### config.mk
export PLATFORM = sky130hd
export DESIGN_NAME = udp_receive_checker_unit
export DESIGN_NICKNAME = d
export VERILOG_FILES = /design/src/hdl/urc_pkg.sv /design/src/hdl/urc_front.sv /design/src/hdl/urc_fifo.sv /design/src/hdl/urc_back.sv /design/src/hdl/udp_receive_checker_unit.sv
export SDC_FILE = /design/constraint.sdc
export NUM_CORES = 1
export LEC_CHECK = 0
export CORE_MARGIN = 2
export CORE_UTILIZATION = 51
export DETAILED_ROUTE_END_ITERATION = 8
export DONT_BUFFER_PORTS = 1
export PLACE_DENSITY_LB_ADDON = 0.1
export SLEW_MARGIN = 20
export SYNTH_ARGS = -nofsm -noshare
export SYNTH_HDL_FRONTEND = slang
export SYNTH_HIERARCHICAL = 1
export SYNTH_SLANG_ARGS = --single-unit
### constraint.sdc
create_clock -name aclk -period 10 [get_ports aclk]
set_clock_uncertainty 0.2 [all_clocks]
set_input_delay 1 -clock aclk [delete_from_list [all_inputs] [get_ports aclk]]
set_output_delay 1 -clock aclk [all_outputs]
set_load 0.05 [all_outputs]
### src/hdl/urc_pkg.sv
package urc_pkg;

    localparam int IP_HEADER_BYTES = 20;
    localparam int UDP_HEADER_BYTES = 8;
    localparam int ADDR_BYTES = 8;

    localparam int POS_W = 17;
    localparam int SUM_W = 32;
    localparam int CNT_W = POS_W + 1;

    localparam logic [POS_W-1:0] POS_MAX = '1;
    localparam logic [POS_W-1:0] ADDR_START = POS_W'(IP_HEADER_BYTES - ADDR_BYTES);
    localparam logic [POS_W-1:0] HDR_START = POS_W'(IP_HEADER_BYTES);
    localparam logic [POS_W-1:0] HDR_END = POS_W'(IP_HEADER_BYTES + UDP_HEADER_BYTES);

    localparam logic [15:0] UDP_PROTOCOL = 16'd17;

    // Queue between front and back; depth must be a power of two.
    localparam int QUEUE_DEPTH = 2;
    localparam int QPTR_W = $clog2(QUEUE_DEPTH);

    localparam logic [1:0] CFG_ECHO_PORT = 2'd0;
    localparam logic [1:0] CFG_DISCARD_PORT = 2'd1;
    localparam logic [1:0] CFG_HANDLER_PRESENT = 2'd2;

    typedef enum logic [2:0] {
        VERDICT_DELIVER = 3'd0,
        VERDICT_ECHO = 3'd1,
        VERDICT_DISCARD = 3'd2,
        VERDICT_CSUM_ERR = 3'd3,
        VERDICT_NO_HANDLER = 3'd4,
        VERDICT_SHORT = 3'd5
    } verdict_t;

    // One finished datagram, handed from front to back.
    typedef struct packed {
        logic [SUM_W-1:0] sum;
        logic [15:0] sport;
        logic [15:0] dport;
        logic [15:0] length;
        logic [15:0] rx_csum;
        logic is_short;
    } urc_rec_t;

    typedef struct packed {
        logic [15:0] echo_port;
        logic [15:0] discard_port;
        logic handler_present;
    } urc_cfg_t;

endpackage

### src/hdl/urc_front.sv
module urc_front import urc_pkg::*; (
    input  logic aclk,
    input  logic aresetn,
    input  logic s_valid,
    output logic s_ready,
    input  logic [7:0] s_rx_byte,
    input  logic s_last_byte,
    input  logic q_full,
    output logic q_push,
    output urc_rec_t q_rec
);

    localparam logic [1:0] FLD_SRC = 2'd0;
    localparam logic [1:0] FLD_DST = 2'd1;
    localparam logic [1:0] FLD_LEN = 2'd2;
    localparam logic [1:0] FLD_CSUM = 2'd3;

    logic [POS_W-1:0] pos_reg, pos_next;
    logic [SUM_W-1:0] acc_reg, acc_next;
    logic [7:0] hold_reg, hold_next;
    logic [15:0] src_reg, src_next;
    logic [15:0] dst_reg, dst_next;
    logic [15:0] len_reg, len_next;
    logic [15:0] csum_reg, csum_next;

    logic accept;
    logic [SUM_W-1:0] weighted;
    logic [POS_W-1:0] off;
    logic [POS_W-1:0] limit;
    logic [POS_W-1:0] limit_next;
    logic [CNT_W-1:0] count;
    logic [15:0] word;

    assign s_ready = ~q_full;
    assign accept = s_valid & s_ready;

    always_comb begin
        acc_next = acc_reg;
        hold_next = hold_reg;
        src_next = src_reg;
        dst_next = dst_reg;
        len_next = len_reg;
        csum_next = csum_reg;

        // odd positions are the low byte of a 16-bit word
        weighted = pos_reg[0] ? {24'd0, s_rx_byte} : {16'd0, s_rx_byte, 8'd0};
        off = pos_reg - HDR_START;
        limit = HDR_START + {1'b0, len_reg};
        word = {hold_reg, s_rx_byte};

        if (pos_reg >= ADDR_START && pos_reg < HDR_START) begin
            acc_next = acc_reg + weighted;
        end else if (pos_reg >= HDR_START && pos_reg < HDR_END) begin
            if (!off[0]) begin
                hold_next = s_rx_byte;
            end else begin
                unique case (off[2:1])
                    FLD_SRC:  src_next = word;
                    FLD_DST:  dst_next = word;
                    FLD_LEN:  len_next = word;
                    FLD_CSUM: csum_next = word;
                    default:  csum_next = csum_reg;
                endcase
            end
        end else if (pos_reg >= HDR_END && pos_reg < limit) begin
            acc_next = acc_reg + weighted;
        end

        pos_next = (pos_reg != POS_MAX) ? pos_reg + 1'b1 : pos_reg;

        limit_next = HDR_START + {1'b0, len_next};
        count = {1'b0, pos_reg} + 1'b1;

        q_rec.sum = acc_next;
        q_rec.sport = src_next;
        q_rec.dport = dst_next;
        q_rec.length = len_next;
        q_rec.rx_csum = csum_next;
        q_rec.is_short = (count < {1'b0, HDR_END}) || (count < {1'b0, limit_next});
    end

    assign q_push = accept & s_last_byte;

    always_ff @(posedge aclk) begin
        if (!aresetn) begin
            pos_reg <= '0;
            acc_reg <= '0;
            hold_reg <= '0;
            src_reg <= '0;
            dst_reg <= '0;
            len_reg <= '0;
            csum_reg <= '0;
        end else if (accept) begin
            if (s_last_byte) begin
                // datagram done: clear for the next one
                pos_reg <= '0;
                acc_reg <= '0;
                hold_reg <= '0;
                src_reg <= '0;
                dst_reg <= '0;
                len_reg <= '0;
                csum_reg <= '0;
            end else begin
                pos_reg <= pos_next;
                acc_reg <= acc_next;
                hold_reg <= hold_next;
                src_reg <= src_next;
                dst_reg <= dst_next;
                len_reg <= len_next;
                csum_reg <= csum_next;
            end
        end
    end

endmodule

### src/hdl/urc_fifo.sv
module urc_fifo import urc_pkg::*; (
    input  logic aclk,
    input  logic aresetn,
    input  logic push,
    input  urc_rec_t push_rec,
    input  logic pop,
    output urc_rec_t pop_rec,
    output logic full,
    output logic empty
);

    urc_rec_t mem [QUEUE_DEPTH];
    logic [QPTR_W-1:0] wr_ptr_reg;
    logic [QPTR_W-1:0] rd_ptr_reg;
    logic [QPTR_W:0] cnt_reg;

    assign full = (cnt_reg == (QPTR_W+1)'(QUEUE_DEPTH));
    assign empty = (cnt_reg == '0);
    assign pop_rec = mem[rd_ptr_reg];

    always_ff @(posedge aclk) begin
        if (push) begin
            mem[wr_ptr_reg] <= push_rec;
        end
    end

    always_ff @(posedge aclk) begin
        if (!aresetn) begin
            wr_ptr_reg <= '0;
            rd_ptr_reg <= '0;
            cnt_reg <= '0;
        end else begin
            if (push) begin
                wr_ptr_reg <= wr_ptr_reg + 1'b1;
            end
            if (pop) begin
                rd_ptr_reg <= rd_ptr_reg + 1'b1;
            end
            if (push && !pop) begin
                cnt_reg <= cnt_reg + 1'b1;
            end else if (pop && !push) begin
                cnt_reg <= cnt_reg - 1'b1;
            end
        end
    end

endmodule

### src/hdl/urc_back.sv
module urc_back import urc_pkg::*; (
    input  logic aclk,
    input  logic aresetn,
    input  urc_cfg_t cfg,
    input  logic q_empty,
    input  urc_rec_t q_rec,
    output logic q_pop,
    output logic m_valid,
    input  logic m_ready,
    output logic [2:0] m_verdict,
    output logic [15:0] m_source_port,
    output logic [15:0] m_dest_port,
    output logic [15:0] m_udp_length
);

    logic s1_valid_reg;
    logic [SUM_W-1:0] s1_sum_reg;
    urc_rec_t s1_rec_reg;

    logic m_valid_reg;
    verdict_t verdict_reg, verdict_next;
    logic [15:0] src_reg, dst_reg, len_reg;

    logic out_load;
    logic s1_load;
    logic [SUM_W-1:0] hdr_terms;
    logic [SUM_W-1:0] sum_next;
    logic [16:0] fold1;
    logic [15:0] fold2;
    logic [15:0] csum;

    assign out_load = ~m_valid_reg | m_ready;
    assign s1_load = ~s1_valid_reg | out_load;
    assign q_pop = s1_load & ~q_empty;

    // UDP header bytes count only below the UDP length
    always_comb begin
        hdr_terms = '0;
        if (q_rec.length > 16'd0) hdr_terms = hdr_terms + {16'd0, q_rec.sport[15:8], 8'd0};
        if (q_rec.length > 16'd1) hdr_terms = hdr_terms + {24'd0, q_rec.sport[7:0]};
        if (q_rec.length > 16'd2) hdr_terms = hdr_terms + {16'd0, q_rec.dport[15:8], 8'd0};
        if (q_rec.length > 16'd3) hdr_terms = hdr_terms + {24'd0, q_rec.dport[7:0]};
        if (q_rec.length > 16'd4) hdr_terms = hdr_terms + {16'd0, q_rec.length[15:8], 8'd0};
        if (q_rec.length > 16'd5) hdr_terms = hdr_terms + {24'd0, q_rec.length[7:0]};
        sum_next = q_rec.sum + {16'd0, UDP_PROTOCOL} + {16'd0, q_rec.length} + hdr_terms;
    end

    always_comb begin
        fold1 = {1'b0, s1_sum_reg[31:16]} + {1'b0, s1_sum_reg[15:0]};
        fold2 = fold1[15:0] + {15'd0, fold1[16]};
        csum = ~fold2;
        if (csum == 16'd0) begin
            csum = 16'hffff;
        end

        priority if (s1_rec_reg.is_short) begin
            verdict_next = VERDICT_SHORT;
        end else if (s1_rec_reg.rx_csum != 16'd0 && s1_rec_reg.rx_csum != csum) begin
            verdict_next = VERDICT_CSUM_ERR;
        end else if (s1_rec_reg.dport == cfg.echo_port) begin
            verdict_next = VERDICT_ECHO;
        end else if (s1_rec_reg.dport == cfg.discard_port) begin
            verdict_next = VERDICT_DISCARD;
        end else if (cfg.handler_present) begin
            verdict_next = VERDICT_DELIVER;
        end else begin
            verdict_next = VERDICT_NO_HANDLER;
        end
    end

    always_ff @(posedge aclk) begin
        if (s1_load && !q_empty) begin
            s1_sum_reg <= sum_next;
            s1_rec_reg <= q_rec;
        end
        if (out_load && s1_valid_reg) begin
            verdict_reg <= verdict_next;
            src_reg <= s1_rec_reg.sport;
            dst_reg <= s1_rec_reg.dport;
            len_reg <= s1_rec_reg.length;
        end
    end

    always_ff @(posedge aclk) begin
        if (!aresetn) begin
            s1_valid_reg <= 1'b0;
            m_valid_reg <= 1'b0;
        end else begin
            if (s1_load) begin
                s1_valid_reg <= ~q_empty;
            end
            if (out_load) begin
                m_valid_reg <= s1_valid_reg;
            end
        end
    end

    assign m_valid = m_valid_reg;
    assign m_verdict = verdict_reg;
    assign m_source_port = src_reg;
    assign m_dest_port = dst_reg;
    assign m_udp_length = len_reg;

endmodule

### src/hdl/udp_receive_checker_unit.sv
// A verdict reaches m_valid through the queue, stage s1 and the output register.
// Throughput: one byte per cycle; the front stalls only when its 2-entry datagram
//   queue is full; the 2-stage pipeline drains one per cycle while m_ready is high.
// Reset (aresetn low, synchronous): clears byte position, sum and header fields,
//   empties the queue and pipeline, and sets echo_port 7, discard_port 9,
//   handler_present 1.
module udp_receive_checker_unit import urc_pkg::*; (
    input  logic aclk,
    input  logic aresetn,

    input  logic s_valid,
    output logic s_ready,
    input  logic [7:0] s_rx_byte,
    input  logic s_last_byte,

    output logic m_valid,
    input  logic m_ready,
    output logic [2:0] m_verdict,
    output logic [15:0] m_source_port,
    output logic [15:0] m_dest_port,
    output logic [15:0] m_udp_length,

    input  logic cfg_valid,
    output logic cfg_ready,
    input  logic [1:0] cfg_index,
    input  logic [15:0] cfg_data
);

    // Configuration registers; writes to unused indexes are dropped.
    urc_cfg_t cfg_reg;

    assign cfg_ready = 1'b1;

    always_ff @(posedge aclk) begin
        if (!aresetn) begin
            cfg_reg.echo_port <= 16'd7;
            cfg_reg.discard_port <= 16'd9;
            cfg_reg.handler_present <= 1'b1;
        end else if (cfg_valid && cfg_ready) begin
            unique case (cfg_index)
                CFG_ECHO_PORT:       cfg_reg.echo_port <= cfg_data;
                CFG_DISCARD_PORT:    cfg_reg.discard_port <= cfg_data;
                CFG_HANDLER_PRESENT: cfg_reg.handler_present <= cfg_data[0];
                default:             cfg_reg.handler_present <= cfg_reg.handler_present;
            endcase
        end
    end

    // Front: parse header bytes and accumulate the sum, one transfer per cycle unless
    // the queue is full. On the last byte, push a finished record into the queue.
    logic q_push;
    logic q_pop;
    logic q_full;
    logic q_empty;
    urc_rec_t front_rec;
    urc_rec_t back_rec;

    urc_front u_front (
        .aclk        (aclk),
        .aresetn     (aresetn),
        .s_valid     (s_valid),
        .s_ready     (s_ready),
        .s_rx_byte   (s_rx_byte),
        .s_last_byte (s_last_byte),
        .q_full      (q_full),
        .q_push      (q_push),
        .q_rec       (front_rec)
    );

    // Queue: decouples byte intake from verdict delivery.
    urc_fifo u_fifo (
        .aclk     (aclk),
        .aresetn  (aresetn),
        .push     (q_push),
        .push_rec (front_rec),
        .pop      (q_pop),
        .pop_rec  (back_rec),
        .full     (q_full),
        .empty    (q_empty)
    );

    // Back: add pseudo-header terms, fold to 16 bits, then decide the verdict
    // into the output register.
    urc_back u_back (
        .aclk          (aclk),
        .aresetn       (aresetn),
        .cfg           (cfg_reg),
        .q_empty       (q_empty),
        .q_rec         (back_rec),
        .q_pop         (q_pop),
        .m_valid       (m_valid),
        .m_ready       (m_ready),
        .m_verdict     (m_verdict),
        .m_source_port (m_source_port),
        .m_dest_port   (m_dest_port),
        .m_udp_length  (m_udp_length)
    );

    // The front must never push into a full queue.
    assert property (@(posedge aclk) disable iff (!aresetn) q_push |-> !q_full)
        else $error("queue overflow");

    // The back must never pop an empty queue.
    assert property (@(posedge aclk) disable iff (!aresetn) q_pop |-> !q_empty)
        else $error("queue underflow");

    // A valid result always carries a defined verdict code.
    assert property (@(posedge aclk) disable iff (!aresetn)
        m_valid |-> (m_verdict <= VERDICT_SHORT))
        else $error("verdict code out of range");

    // Reset empties the output stage.
    assert property (@(posedge aclk) !aresetn |=> !m_valid)
        else $error("result valid after reset");

endmodule
==> run_results.csv <==
group,metric,value,unit
detailed_routing,first_pass_iters,5,
final_layout,antenna_cells,0,
die,core,54900,µm²
clock_network,cts_tree,"built",
sta,tightestPinTransition,1020,ps
synth,yosysWarnings,6,
detailed_routing,first_iter_violations,1600,
status,outcome,"finished clean",
synth,syn_inst,2476,
synth,synth_compound_area_frac,0.119,
synth,synth_seq_cells,503,
final_layout,finalNetCount,2654,
global_route,grt_overflow,0,
sta,slew_viol_final,0,
detailed_routing,via_count,19100,
synth,ys_types,120,
global_route,grt_pass1_wl,109000,µm
clock_network,cts_root_buf,"clkbuf_16",
detailed_routing,drt.antenna.violating_nets,0,
worst_setup_path,crit_top_cell,"ha_1",
clock_network,clk_pin_slew,60,ps
detailed_routing,drc_errors,0,
synth,synthFlopType,"edfxtp_1",
sta,finalCriticalPeriod,9390,ps
placement,dp_hpwl,51900,µm
placement,port_buffers,0,
detailed_routing,wire_per_inst,22.1,µm
clock_network,numCtsBuffers,53,
die,dieArea,57200,µm²
detailed_routing,routed_wl,70800,µm
synth,synth_xor_area_frac,0.0630,
global_route,grt_pass1_vias,18200,
detailed_routing,drt-vias-per-instance,5.96,
worst_setup_path,max_stage_delay,490,ps
clock_network,holdBufCountCts,0,
worst_setup_path,crit_fanout,16,
final_layout,drive_gt1_frac,0.147,
synth,async_flop_share,0,
die,fp-row-count,86,
sta,hold_viol,0,
synth,netlist_area,28200,µm²
synth,synth-simple-area-share,0.128,
sta,fmax,0.106,GHz
sta,setup_violations,0,
synth,synth_edf_count,342,
worst_setup_path,crit_path_end_kind,"register",
placement,gp_congestion,0.917,
placement,placed_cell_area,28700,µm²
synth,synth_top_family_by_area,"simple AND/OR/NAND/NOR gates",
worst_setup_path,arrival,9520,ps
die,start_util,0.514,
sta,period_share,0.939,
final_layout,syn2layout_area_growth,8.46,%
clock_network,clk_path_buf_depth,3,
worst_setup_path,critical_path.slowest_cell,"fa_1",
worst_setup_path,startpoint_type,"register",
synth,synthAdderAreaFrac,0.0826,
worst_setup_path,cp.required,10130,ps
die,io_pins,86,
sta,relSlewSlack,0.318,
final_layout,final_cell_area,30600,µm²
global_route,antenna_found_initial,1,
min_path,hold_class,"register to register",
global_route,grt_max_degree,85,
synth,synthMuxAreaShare,0.0912,
die,die_h,239,µm
clock_network,clock_latency,610,ps
final_layout,largest_register_ffs,194,
worst_setup_path,crit_type,"register to register",
clock_network,clock-sinks,503,
synth,ys_seq_area_frac,0.479,
sta,finalSetupTns,0,ps
clock_network,cts_max_level,2,
synth,avgSynthCellArea,11.4,µm²
flow_run,max_cap_viol_count,0,
sta,rsz0062_at_grt,"false",
die,die_width,239,µm
synth,syn_nets,2680,
global_route,groute.usage.overall,0.248,
==> cell families (layout without fill, tap and decap cells) <==
| family | Yosys count | count (layout) |
|---|---|---|
| adder cells (fa/ha/maj) | 173 | 173 |
| multiplexers | 216 | 216 |
| buffers and inverters | 231 | 249 |
| AND/OR/NAND/NOR | 683 | 683 |
| XOR/XNOR | 199 | 199 |
| AO/OA/AOI/OAI | 469 | 469 |
| other | 2 | 2 |
| flip-flops | 503 | 503 |
==> cell usage after synthesis, drive strengths merged (12+ instances only) <==
cell type | count | area, µm²
or3 | 21 | 131
o21bai | 12 | 90.1
nand2b | 22 | 140
clkbuf | 55 | 208
xnor2 | 127 | 1120
a211oi | 15 | 140
dfxtp | 161 | 3220
nor2 | 187 | 709
a31oi | 13 | 81.3
nand3 | 41 | 240
xor2 | 72 | 657
o211ai | 15 | 131
nor2b | 46 | 288
mux2i | 40 | 400
a21oi | 93 | 477
and3 | 17 | 108
nor4 | 22 | 201
nor3 | 44 | 235
a21o | 31 | 233
a22o | 15 | 131
nand4 | 37 | 268
inv | 126 | 473
and2 | 25 | 156
ha | 150 | 1880
fa | 22 | 440
o21ai | 80 | 412
mux2 | 176 | 2170
edfxtp | 342 | 10300
nand2 | 161 | 612
buf | 49 | 367
o21a | 19 | 143
a22oi | 87 | 703
==> cell type report <==
type	count	area [µm²]
sequential	503	13500
clock buffer	69	1440
clock inverter	30	395
multi-input combinational	1742	13700
inverter	127	477
timing repair buffer	23	180
tap	704	881
fill	4661	24300
==> timing repair <==
item,4_1_cts,5_1_grt
gates resized for setup,0,8
setup buffers,0,0
setup endpoints to repair,0,10
==> placed cells by master (no fill, tap or decap), types with 11 or more instances in the layout <==
master | netlist | layout
a31oi_1 | 13 | 13
buf_4 | 6 | 21
fa_1 | 22 | 22
mux2i_1 | 40 | 39
nand2b_1 | 21 | 21
nand4_1 | 34 | 34
a21o_1 | 31 | 31
nor2_1 | 186 | 184
clkbuf_16 | 0 | 53
dfxtp_1 | 161 | 160
nor2b_1 | 46 | 44
nor3_1 | 41 | 41
a22o_1 | 15 | 15
xnor2_1 | 126 | 126
nand3_1 | 37 | 37
or3_1 | 21 | 21
and3_1 | 16 | 16
mux2_4 | 50 | 50
mux2_2 | 125 | 125
ha_1 | 150 | 150
edfxtp_1 | 342 | 342
o21ai_0 | 69 | 68
clkbuf_1 | 54 | 11
inv_1 | 126 | 126
a22oi_1 | 77 | 77
nor4_1 | 16 | 16
a211oi_1 | 11 | 11
xor2_1 | 70 | 70
and2_1 | 25 | 24
nand2_1 | 160 | 159
a21oi_1 | 92 | 90
o211ai_1 | 13 | 13
o21a_1 | 19 | 19
o21bai_1 | 12 | 12
==> metrics by stage <==
step / instances / hold slack, ps / setup WS (ps) / util
finish: 3198 / 219 / 610 / 0.557
CTS: 3198 / 219 / 114 / 0.557
floorplan: 2476 / 200 / 655 / -
global placement: 3099 / 201 / 309 / 0.523
global route: 3198 / 226 / 33.9 / 0.557
detailed placement: 3099 / 205 / 197 / 0.523
==> metal layers <==
| metal | vias to the layer above | part of all wire | track usage |
|---|---|---|---|
| met5 | - | 0 | 0 |
| met4 | 0 | 0.021 | 0.0657 |
| met3 | 91 | 0.045 | 0.0275 |
| met2 | 504 | 0.45 | 0.386 |
| met1 | 9415 | 0.48 | 0.369 |
| li1 | 9054 | - | - |
==> worst max-delay path, delay by kind of cell (launching register included) <==
family,cells,cell delay [ps]
AO/OA/AOI/OAI,9,2020
flip-flops,1,480
buffers and inverters,2,100
adder cells (fa/ha/maj),7,2470
multiplexers,2,720
AND/OR/NAND/NOR,12,2780
XOR/XNOR,2,340
==> path summary, 6_finish.rpt <==
kind	from	end	slack (ps)	cells after the start
worst max-delay path	register	u_back/s1_sum_reg[26]	610	34
worst min-delay path	u_back/s1_rec_reg[49]	u_back/m_source_port[0]	220	0
worst max register to register	register	u_back/s1_sum_reg[26]	610	34
worst min register to register	u_back/s1_rec_reg[49]	u_back/m_source_port[0]	220	0
Power is not shown: default switching activity piles up to over one toggle a cycle in this logic, so the estimate is an artifact.
